<file path="src/design/erm_pkg.sv">
// Shared constants, types and arithmetic constants for the echo range median filter.
package erm_pkg;

    localparam int WINDOW_SIZE = 5;
    localparam int MEDIAN_IDX  = WINDOW_SIZE / 2;
    localparam int CNT_W       = $clog2(WINDOW_SIZE);
    localparam int IDX_W       = $clog2(WINDOW_SIZE - 1);

    localparam int STAMP_W = 16;
    localparam int DIST_W  = 15;
    localparam int TEMP_W  = 8;
    localparam int SPEED_W = 12;
    localparam int PROD_W  = STAMP_W + SPEED_W;

    localparam logic [12:0] SPEED_BASE = 13'd3310;
    localparam logic [12:0] SPEED_MUL  = 13'd6;

    // floor(x / 12500) == (x * RECIP_M) >> RECIP_SHIFT for every x below 2**28
    localparam int          RECIP_W     = 29;
    localparam int          RECIP_SHIFT = 42;
    localparam logic [28:0] RECIP_M     = 29'd351843721;
    localparam int          QPROD_W     = PROD_W + RECIP_W;

    localparam logic [TEMP_W-1:0] TEMP_RESET    = 8'd26;
    localparam logic [DIST_W-1:0] NO_ECHO_RESET = 15'd16000;

    localparam int CFG_IDX_W  = 8;
    localparam int CFG_DATA_W = 16;

    typedef enum logic [CFG_IDX_W-1:0] {
        CFG_AIR_TEMPERATURE  = 8'd0,
        CFG_NO_ECHO_DISTANCE = 8'd1
    } cfg_index_t;

    typedef enum logic [1:0] {
        REQ_RISING  = 2'd0,
        REQ_FALLING = 2'd1,
        REQ_TIMEOUT = 2'd2
    } req_type_t;

    typedef logic [DIST_W-1:0] dist_t;

endpackage

</file>
<file path="src/design/erm_median.sv">
// Rank-based median selector over one full reading window.
module erm_median (
    input  erm_pkg::dist_t window_in [erm_pkg::WINDOW_SIZE],
    output erm_pkg::dist_t median_out
);

    logic [erm_pkg::CNT_W-1:0] rank [erm_pkg::WINDOW_SIZE];

    always_comb begin
        for (int i = 0; i < erm_pkg::WINDOW_SIZE; i++) begin
            rank[i] = '0;
            for (int j = 0; j < erm_pkg::WINDOW_SIZE; j++) begin
                if (j != i) begin
                    if ((window_in[j] < window_in[i]) ||
                        ((window_in[j] == window_in[i]) && (j < i))) begin
                        rank[i] = rank[i] + 1'b1;
                    end
                end
            end
        end
    end

    always_comb begin
        median_out = '0;
        for (int i = 0; i < erm_pkg::WINDOW_SIZE; i++) begin
            if (rank[i] == erm_pkg::CNT_W'(erm_pkg::MEDIAN_IDX)) begin
                median_out = median_out | window_in[i];
            end
        end
    end

endmodule

</file>
<file path="src/design/echo_range_median_filter.sv">
// Echo range median filter top level: pulse timing, distance conversion and median window.
// Rising and falling edge events time an echo pulse; each falling edge after a rising edge,
// and each window-ended event, yields one reading in 1/16 cm, and every fifth reading
// produces the median of the last five on the result channel. The block takes one item per
// cycle unless stalled; an accepted item passes through the registered pulse multiply and
// reciprocal multiply for the divide by 12500, then median selection into the result register,
// and a stall on the result side backs up through those stages before the input stops.
// Configuration writes are accepted at any time and must only be issued while idle.
module echo_range_median_filter (
    input  logic        aclk,
    input  logic        aresetn,
    input  logic        s_tvalid,
    output logic        s_tready,
    input  logic [15:0] s_tdata,   // [15:0] capture_stamp
    input  logic [1:0]  s_tuser,   // [1:0] req_type
    output logic        m_tvalid,
    input  logic        m_tready,
    output logic [15:0] m_tdata,   // [14:0] median_distance, [15] zero
    input  logic        cfg_valid,
    output logic        cfg_ready,
    input  logic [erm_pkg::CFG_IDX_W-1:0]  cfg_index,
    input  logic [erm_pkg::CFG_DATA_W-1:0] cfg_data
);

    logic [erm_pkg::TEMP_W-1:0]  temp_reg;
    erm_pkg::dist_t              no_echo_reg;
    logic                        awaiting_reg;
    logic [erm_pkg::STAMP_W-1:0] start_reg;

    logic                        s1_valid_reg;
    logic                        s1_timeout_reg;
    logic [erm_pkg::PROD_W-1:0]  s1_prod_reg;
    erm_pkg::dist_t              s1_noecho_reg;

    logic                        s2_valid_reg;
    erm_pkg::dist_t              s2_reading_reg;

    erm_pkg::dist_t              win_reg [erm_pkg::WINDOW_SIZE-1];
    logic [erm_pkg::CNT_W-1:0]   count_reg;

    logic                        m_valid_reg;
    erm_pkg::dist_t              m_data_reg;

    logic                        in_go;
    logic                        s1_go;
    logic                        s2_go;
    logic                        out_free;
    logic                        is_rising;
    logic                        takes_reading;
    logic                        window_full;

    logic [erm_pkg::STAMP_W-1:0] stop;
    logic [erm_pkg::STAMP_W-1:0] width;
    logic signed [12:0]          speed_wide;
    logic [erm_pkg::SPEED_W-1:0] speed;
    logic [erm_pkg::PROD_W-1:0]  prod;
    logic [erm_pkg::QPROD_W-1:0] qprod;
    erm_pkg::dist_t              quotient;

    erm_pkg::dist_t              full_window [erm_pkg::WINDOW_SIZE];
    erm_pkg::dist_t              median;

    assign cfg_ready = 1'b1;
    assign out_free  = !m_valid_reg || m_tready;
    assign s2_go     = s2_valid_reg && out_free;
    assign s1_go     = s1_valid_reg && (!s2_valid_reg || s2_go);
    assign s_tready  = !s1_valid_reg || s1_go;
    assign in_go     = s_tvalid && s_tready;

    assign is_rising     = (s_tuser == erm_pkg::REQ_RISING);
    assign takes_reading = (s_tuser == erm_pkg::REQ_TIMEOUT) ||
                           ((s_tuser == erm_pkg::REQ_FALLING) && awaiting_reg);

    assign stop  = s_tdata;
    assign width = (stop > start_reg) ? (stop - start_reg) : (16'hffff - start_reg + stop);

    assign speed_wide = $signed(erm_pkg::SPEED_BASE) +
                        $signed({{5{temp_reg[7]}}, temp_reg}) * $signed(erm_pkg::SPEED_MUL);
    assign speed      = speed_wide[erm_pkg::SPEED_W-1:0];
    assign prod       = erm_pkg::PROD_W'(width) * erm_pkg::PROD_W'(speed);

    assign qprod    = erm_pkg::QPROD_W'(s1_prod_reg) * erm_pkg::QPROD_W'(erm_pkg::RECIP_M);
    assign quotient = qprod[erm_pkg::RECIP_SHIFT +: erm_pkg::DIST_W];

    assign window_full = (count_reg == erm_pkg::CNT_W'(erm_pkg::WINDOW_SIZE - 1));

    always_comb begin
        for (int i = 0; i < erm_pkg::WINDOW_SIZE - 1; i++) begin
            full_window[i] = win_reg[i];
        end
        full_window[erm_pkg::WINDOW_SIZE-1] = s2_reading_reg;
    end

    erm_median u_median (
        .window_in  (full_window),
        .median_out (median)
    );

    always_ff @(posedge aclk) begin
        if (!aresetn) begin
            temp_reg    <= erm_pkg::TEMP_RESET;
            no_echo_reg <= erm_pkg::NO_ECHO_RESET;
        end else if (cfg_valid) begin
            case (cfg_index)
                erm_pkg::CFG_AIR_TEMPERATURE:  temp_reg    <= cfg_data[erm_pkg::TEMP_W-1:0];
                erm_pkg::CFG_NO_ECHO_DISTANCE: no_echo_reg <= cfg_data[erm_pkg::DIST_W-1:0];
                default: ;
            endcase
        end
    end

    always_ff @(posedge aclk) begin
        if (!aresetn) begin
            awaiting_reg <= 1'b0;
            start_reg    <= '0;
        end else if (in_go) begin
            if (is_rising) begin
                awaiting_reg <= 1'b1;
                start_reg    <= s_tdata;
            end else if (takes_reading) begin
                awaiting_reg <= 1'b0;
            end
        end
    end

    always_ff @(posedge aclk) begin
        if (!aresetn) begin
            s1_valid_reg <= 1'b0;
        end else if (in_go) begin
            s1_valid_reg <= takes_reading;
        end else if (s1_go) begin
            s1_valid_reg <= 1'b0;
        end
    end

    always_ff @(posedge aclk) begin
        if (in_go) begin
            s1_timeout_reg <= (s_tuser == erm_pkg::REQ_TIMEOUT);
            s1_prod_reg    <= prod;
            s1_noecho_reg  <= no_echo_reg;
        end
    end

    always_ff @(posedge aclk) begin
        if (!aresetn) begin
            s2_valid_reg <= 1'b0;
        end else if (s1_go) begin
            s2_valid_reg <= 1'b1;
        end else if (s2_go) begin
            s2_valid_reg <= 1'b0;
        end
    end

    always_ff @(posedge aclk) begin
        if (s1_go) begin
            s2_reading_reg <= s1_timeout_reg ? s1_noecho_reg : quotient;
        end
    end

    always_ff @(posedge aclk) begin
        if (!aresetn) begin
            count_reg <= '0;
        end else if (s2_go) begin
            count_reg <= window_full ? '0 : count_reg + 1'b1;
        end
    end

    always_ff @(posedge aclk) begin
        if (s2_go && !window_full) begin
            win_reg[count_reg[erm_pkg::IDX_W-1:0]] <= s2_reading_reg;
        end
    end

    always_ff @(posedge aclk) begin
        if (!aresetn) begin
            m_valid_reg <= 1'b0;
        end else if (s2_go && window_full) begin
            m_valid_reg <= 1'b1;
        end else if (m_tready) begin
            m_valid_reg <= 1'b0;
        end
    end

    always_ff @(posedge aclk) begin
        if (s2_go && window_full) begin
            m_data_reg <= median;
        end
    end

    assign m_tvalid = m_valid_reg;
    assign m_tdata  = {1'b0, m_data_reg};

endmodule

</file>
<file path="config.mk">
export PLATFORM = sky130hd
export DESIGN_NAME = echo_range_median_filter
export DESIGN_NICKNAME = d
export VERILOG_FILES = /design/src/design/erm_pkg.sv /design/src/design/erm_median.sv /design/src/design/echo_range_median_filter.sv
export SDC_FILE = /design/constraint.sdc
export NUM_CORES = 2
export LEC_CHECK = 0
export ABC_AREA = 1
export BUFFER_PORTS_ARGS = -buffer_cell sky130_fd_sc_hd__buf_2
export CAP_MARGIN = 20
export CORE_MARGIN = 2
export CORE_UTILIZATION = 45
export CTS_CLUSTER_DIAMETER = 40
export DETAILED_ROUTE_END_ITERATION = 16
export RECOVER_POWER = 50
export SKIP_CTS_REPAIR_TIMING = 1
export SYNTH_ARGS = -nofsm -noshare
export SYNTH_HDL_FRONTEND = slang
export SYNTH_SLANG_ARGS = --single-unit
</file>
<file path="constraint.sdc">
create_clock -name aclk -period 17.65 [get_ports aclk]
set_clock_uncertainty 0.2 [all_clocks]
set_input_delay 1.765 -clock aclk [delete_from_list [all_inputs] [get_ports aclk]]
set_output_delay 1.765 -clock aclk [all_outputs]
set_load 0.02 [all_outputs]
</file>
==> metrics.csv <==
metric,value,unit
number of H-tree levels,4,
count of final setup violators,0,
Initial Utilization,0.4554,
met2 usage in global routing,0.3837,
wire length of the first global-routing pass,137.5,mm
worst reg2reg setup slack,9.76,ns
post-detailed-routing wire length,85.93,mm
signed area change from the synthesized netlist to the final layout,6.049,%
max-cap check violation count,0,
post-synth net total,4844,
worst reg-to-reg path cell count,24,
Worst slew margin,0.07097,
Worst-path clk slew,0.08,ns
global-route usage over all layers,0.2429,
critical path launch point type,input port,
row count,97,
"commonest non-fill, non-tap cells in the layout","inv_1 (908), nand2_1 (615), ha_1 (588), fa_1 (405), nor2_1 (329)",
average routed wire per standard cell,17.84,um
arrival time at the worst endpoint,8.44,ns
initial antenna violation count,0,
transition time at the pin with the least slew margin,1.394,ns
io pins,66,
final number of max-transition violations,0,
path category of the worst min-delay check,flip-flop to flip-flop,
slowest stage cell on the critical path,fa_1,
Global Route met1 Usage,0.3438,
buffer depth of the longest clock path,2,
core region area,70270,sq um
vias per inst,5.100,
maximum clock rate,0.1185,GHz
Synth cell types,55,
Final Wtd Congestion,0.9511,
number of synthesized register bits,179,
number of flip-flops in the largest register,60,
classification of the worst setup path,input port to flip-flop,
Worst path depth,31,
"most common cell after layout, fill and taps aside",inv_1,
die outline height,270.7,um
number of hold violations in the final report,0,
result of the run,"finished, final reports clean",
buffers added on ports,62,
count of vias placed by the detailed router,24570,
Post-Syn Area,32000,sq um
final setup TNS,0,ns
"FFs w/ async S/R, synth",0,
origin of the critical flop-to-flop path,temp_reg[0],
detailed placement HPWL,72.55,mm
unrepaired setup endpoints after global routing,no,
Worst Setup EP,s1_prod_reg[21],
insertion delay of the later-clocked pin in the worst-skew pair,0.45,ns
"Buf+Inv Stages, Crit Path",6,
kind of end point of the critical path,flip-flop,
"Warnings, synthesis",0,
highest cell delay on the worst timing path,0.56,ns
"Largest delay share family, worst path",adder cells,
total overflow reported by the global router,0,
most utilized layer in the global route result,met2,
cell seen most often among critical-path stages,nand2_1,
nets@finish,4904,
post-layout minimum cycle time,8.436,ns
clock sinks,179,
CTS tree,built,
CTS Buf Count,17,
number of synthesized flops with an enable pin,133,
via count of the first global-routing pass,25020,
startpoint of the most critical hold path,no_echo_reg[5],
final critical-path share of the clock period,0.4779,
Die Footprint,73260,sq um
mean area per synthesized cell,8.412,sq um
"Data required, critical path",17.65,ns
worst flop-to-flop path endpoint,s1_prod_reg[26],
number of nets with antenna violations after detailed routing,0,
Most used DFF post-synth,edfxtp_1,
share of the yosys chip area belonging to registers,0.1536,
crit path from,s_tdata[9],
Detailed Routing Iterations Pass 1,5,
M3 GR Usage,0.03550,
horizontal extent of the die,270.7,um
Detailed Route Iter0 Violations,1638,
fraction of final layout cells sized beyond drive strength 1,0.04669,
highest net fanout along the worst path,18,
Synth Instances,3804,
clock root buffer,clkbuf_16,
maximum number of pins on one net before global-route repair,46,
residual DRC count,0,
-- through the flow --
step	utilization	setup WS (ns)	instances	hold slack, ns	area, sq um
6_report	0.4829	9.214	4818	0.2284	33940
5_1_grt	0.4829	8.752	4817	0.2495	33930
4_1_cts	0.4831	9.250	4816	0.2305	33950
3_5_place_dp	0.4749	8.779	4784	0.2161	33370
3_3_place_gp	0.4749	8.799	4784	0.2115	33370
2_1_floorplan	-	9.817	3804	0.2086	32000
-- worst register-to-register path: stages, from the launching register on --
cell and delay, ns:
dfxtp_1 0.55, ha_1 0.33, ha_1 0.23, fa_1 0.46, xor2_1 0.19, a21oi_1 0.22
xor2_1 0.83, inv_1 0.37, nand2_1 0.20, fa_1 0.41, inv_1 0.09, fa_1 0.42
fa_1 0.42, fa_1 0.51, inv_1 0.05, fa_1 0.47, inv_1 0.04, ha_1 0.35
nand2_1 0.13, nor2_1 0.18, nand2_1 0.07, o21ai_0 0.42, a21oi_1 0.19, o21ai_0 0.23
xor2_1 0.09
-- worst min path at each step --
| stage | end | slack [ns] | cells past startpoint |
|---|---|---|---|
| floorplan | s1_noecho_reg[10] | 0.21 | 0 |
| global placement | s1_noecho_reg[9] | 0.21 | 0 |
| detailed placement | s1_noecho_reg[5] | 0.22 | 0 |
| CTS | s1_noecho_reg[5] | 0.23 | 0 |
| global route | s1_noecho_reg[0] | 0.25 | 0 |
| finish | s1_noecho_reg[5] | 0.23 | 0 |
-- per-layer routing --
metal / wire length, um / up-vias
li1: - / 12090
met4: 2730 / 0
met2: 38650 / 594
met3: 4757 / 130
met1: 39790 / 11760
met5: 0 / -
-- logic make-up (layout without fill, tap and decap cells) --
| family | Yosys count | in the layout | share of synthesized area |
|---|---|---|---|
| and+or+nand+nor | 1221 | 1221 | 0.1619 |
| adders and majority gates | 993 | 993 | 0.4833 |
| buffers and inverters | 955 | 1028 | 0.1144 |
| AOI/OAI and AO/OA | 389 | 389 | 0.06733 |
| DFF | 179 | 179 | 0.1536 |
| xor gates and xnor gates | 65 | 65 | 0.01932 |
| other | 2 | 3 | 0.0002347 |
-- cell type report --
cell class              instances  area, sq um
well taps                     940         1176
clock inverters                13        137.6
clock buffers                  19        442.9
flip-flops and latches        179         4915
diodes                          1        2.502
fillers                      6912        36340
inverters                     923         3465
multi-input cells            2670        23430
repair buffers                 73        371.6
-- synthesized netlist by cell type (4+ instances only) --
cell / count / area [sq um]
a21oi_1: 186 / 930.9
nand3_2: 13 / 130.1
o21bai_1: 12 / 90.09
nor2_1: 329 / 1235
o211ai_1: 8 / 60.06
edfxtp_1: 133 / 3994
a211oi_1: 13 / 97.59
nand2_1: 615 / 2308
nand2_2: 21 / 131.4
inv_1: 909 / 3412
nor3_1: 21 / 105.1
a21o_1: 12 / 90.09
or2_2: 5 / 31.28
nand3b_1: 9 / 67.56
and3_1: 4 / 25.02
o21ai_0: 129 / 645.6
buf_2: 4 / 20.02
inv_2: 14 / 52.55
xor2_1: 45 / 394.1
buf_4: 5 / 37.54
a21oi_2: 4 / 35.03
fa_1: 405 / 8108
clkbuf_1: 15 / 56.30
dfxtp_1: 46 / 920.9
o21ai_2: 4 / 35.03
nand4_1: 41 / 256.5
a31oi_1: 7 / 43.79
ha_1: 588 / 7357
nor2_2: 7 / 43.79
nand3_1: 138 / 690.7
buf_6: 4 / 45.04
nor4_1: 7 / 43.79
xnor2_1: 15 / 131.4
Power is left out: the tool's default activity adds up to more than one toggle a clock period on the data nets, which glitch-free logic cannot reach.
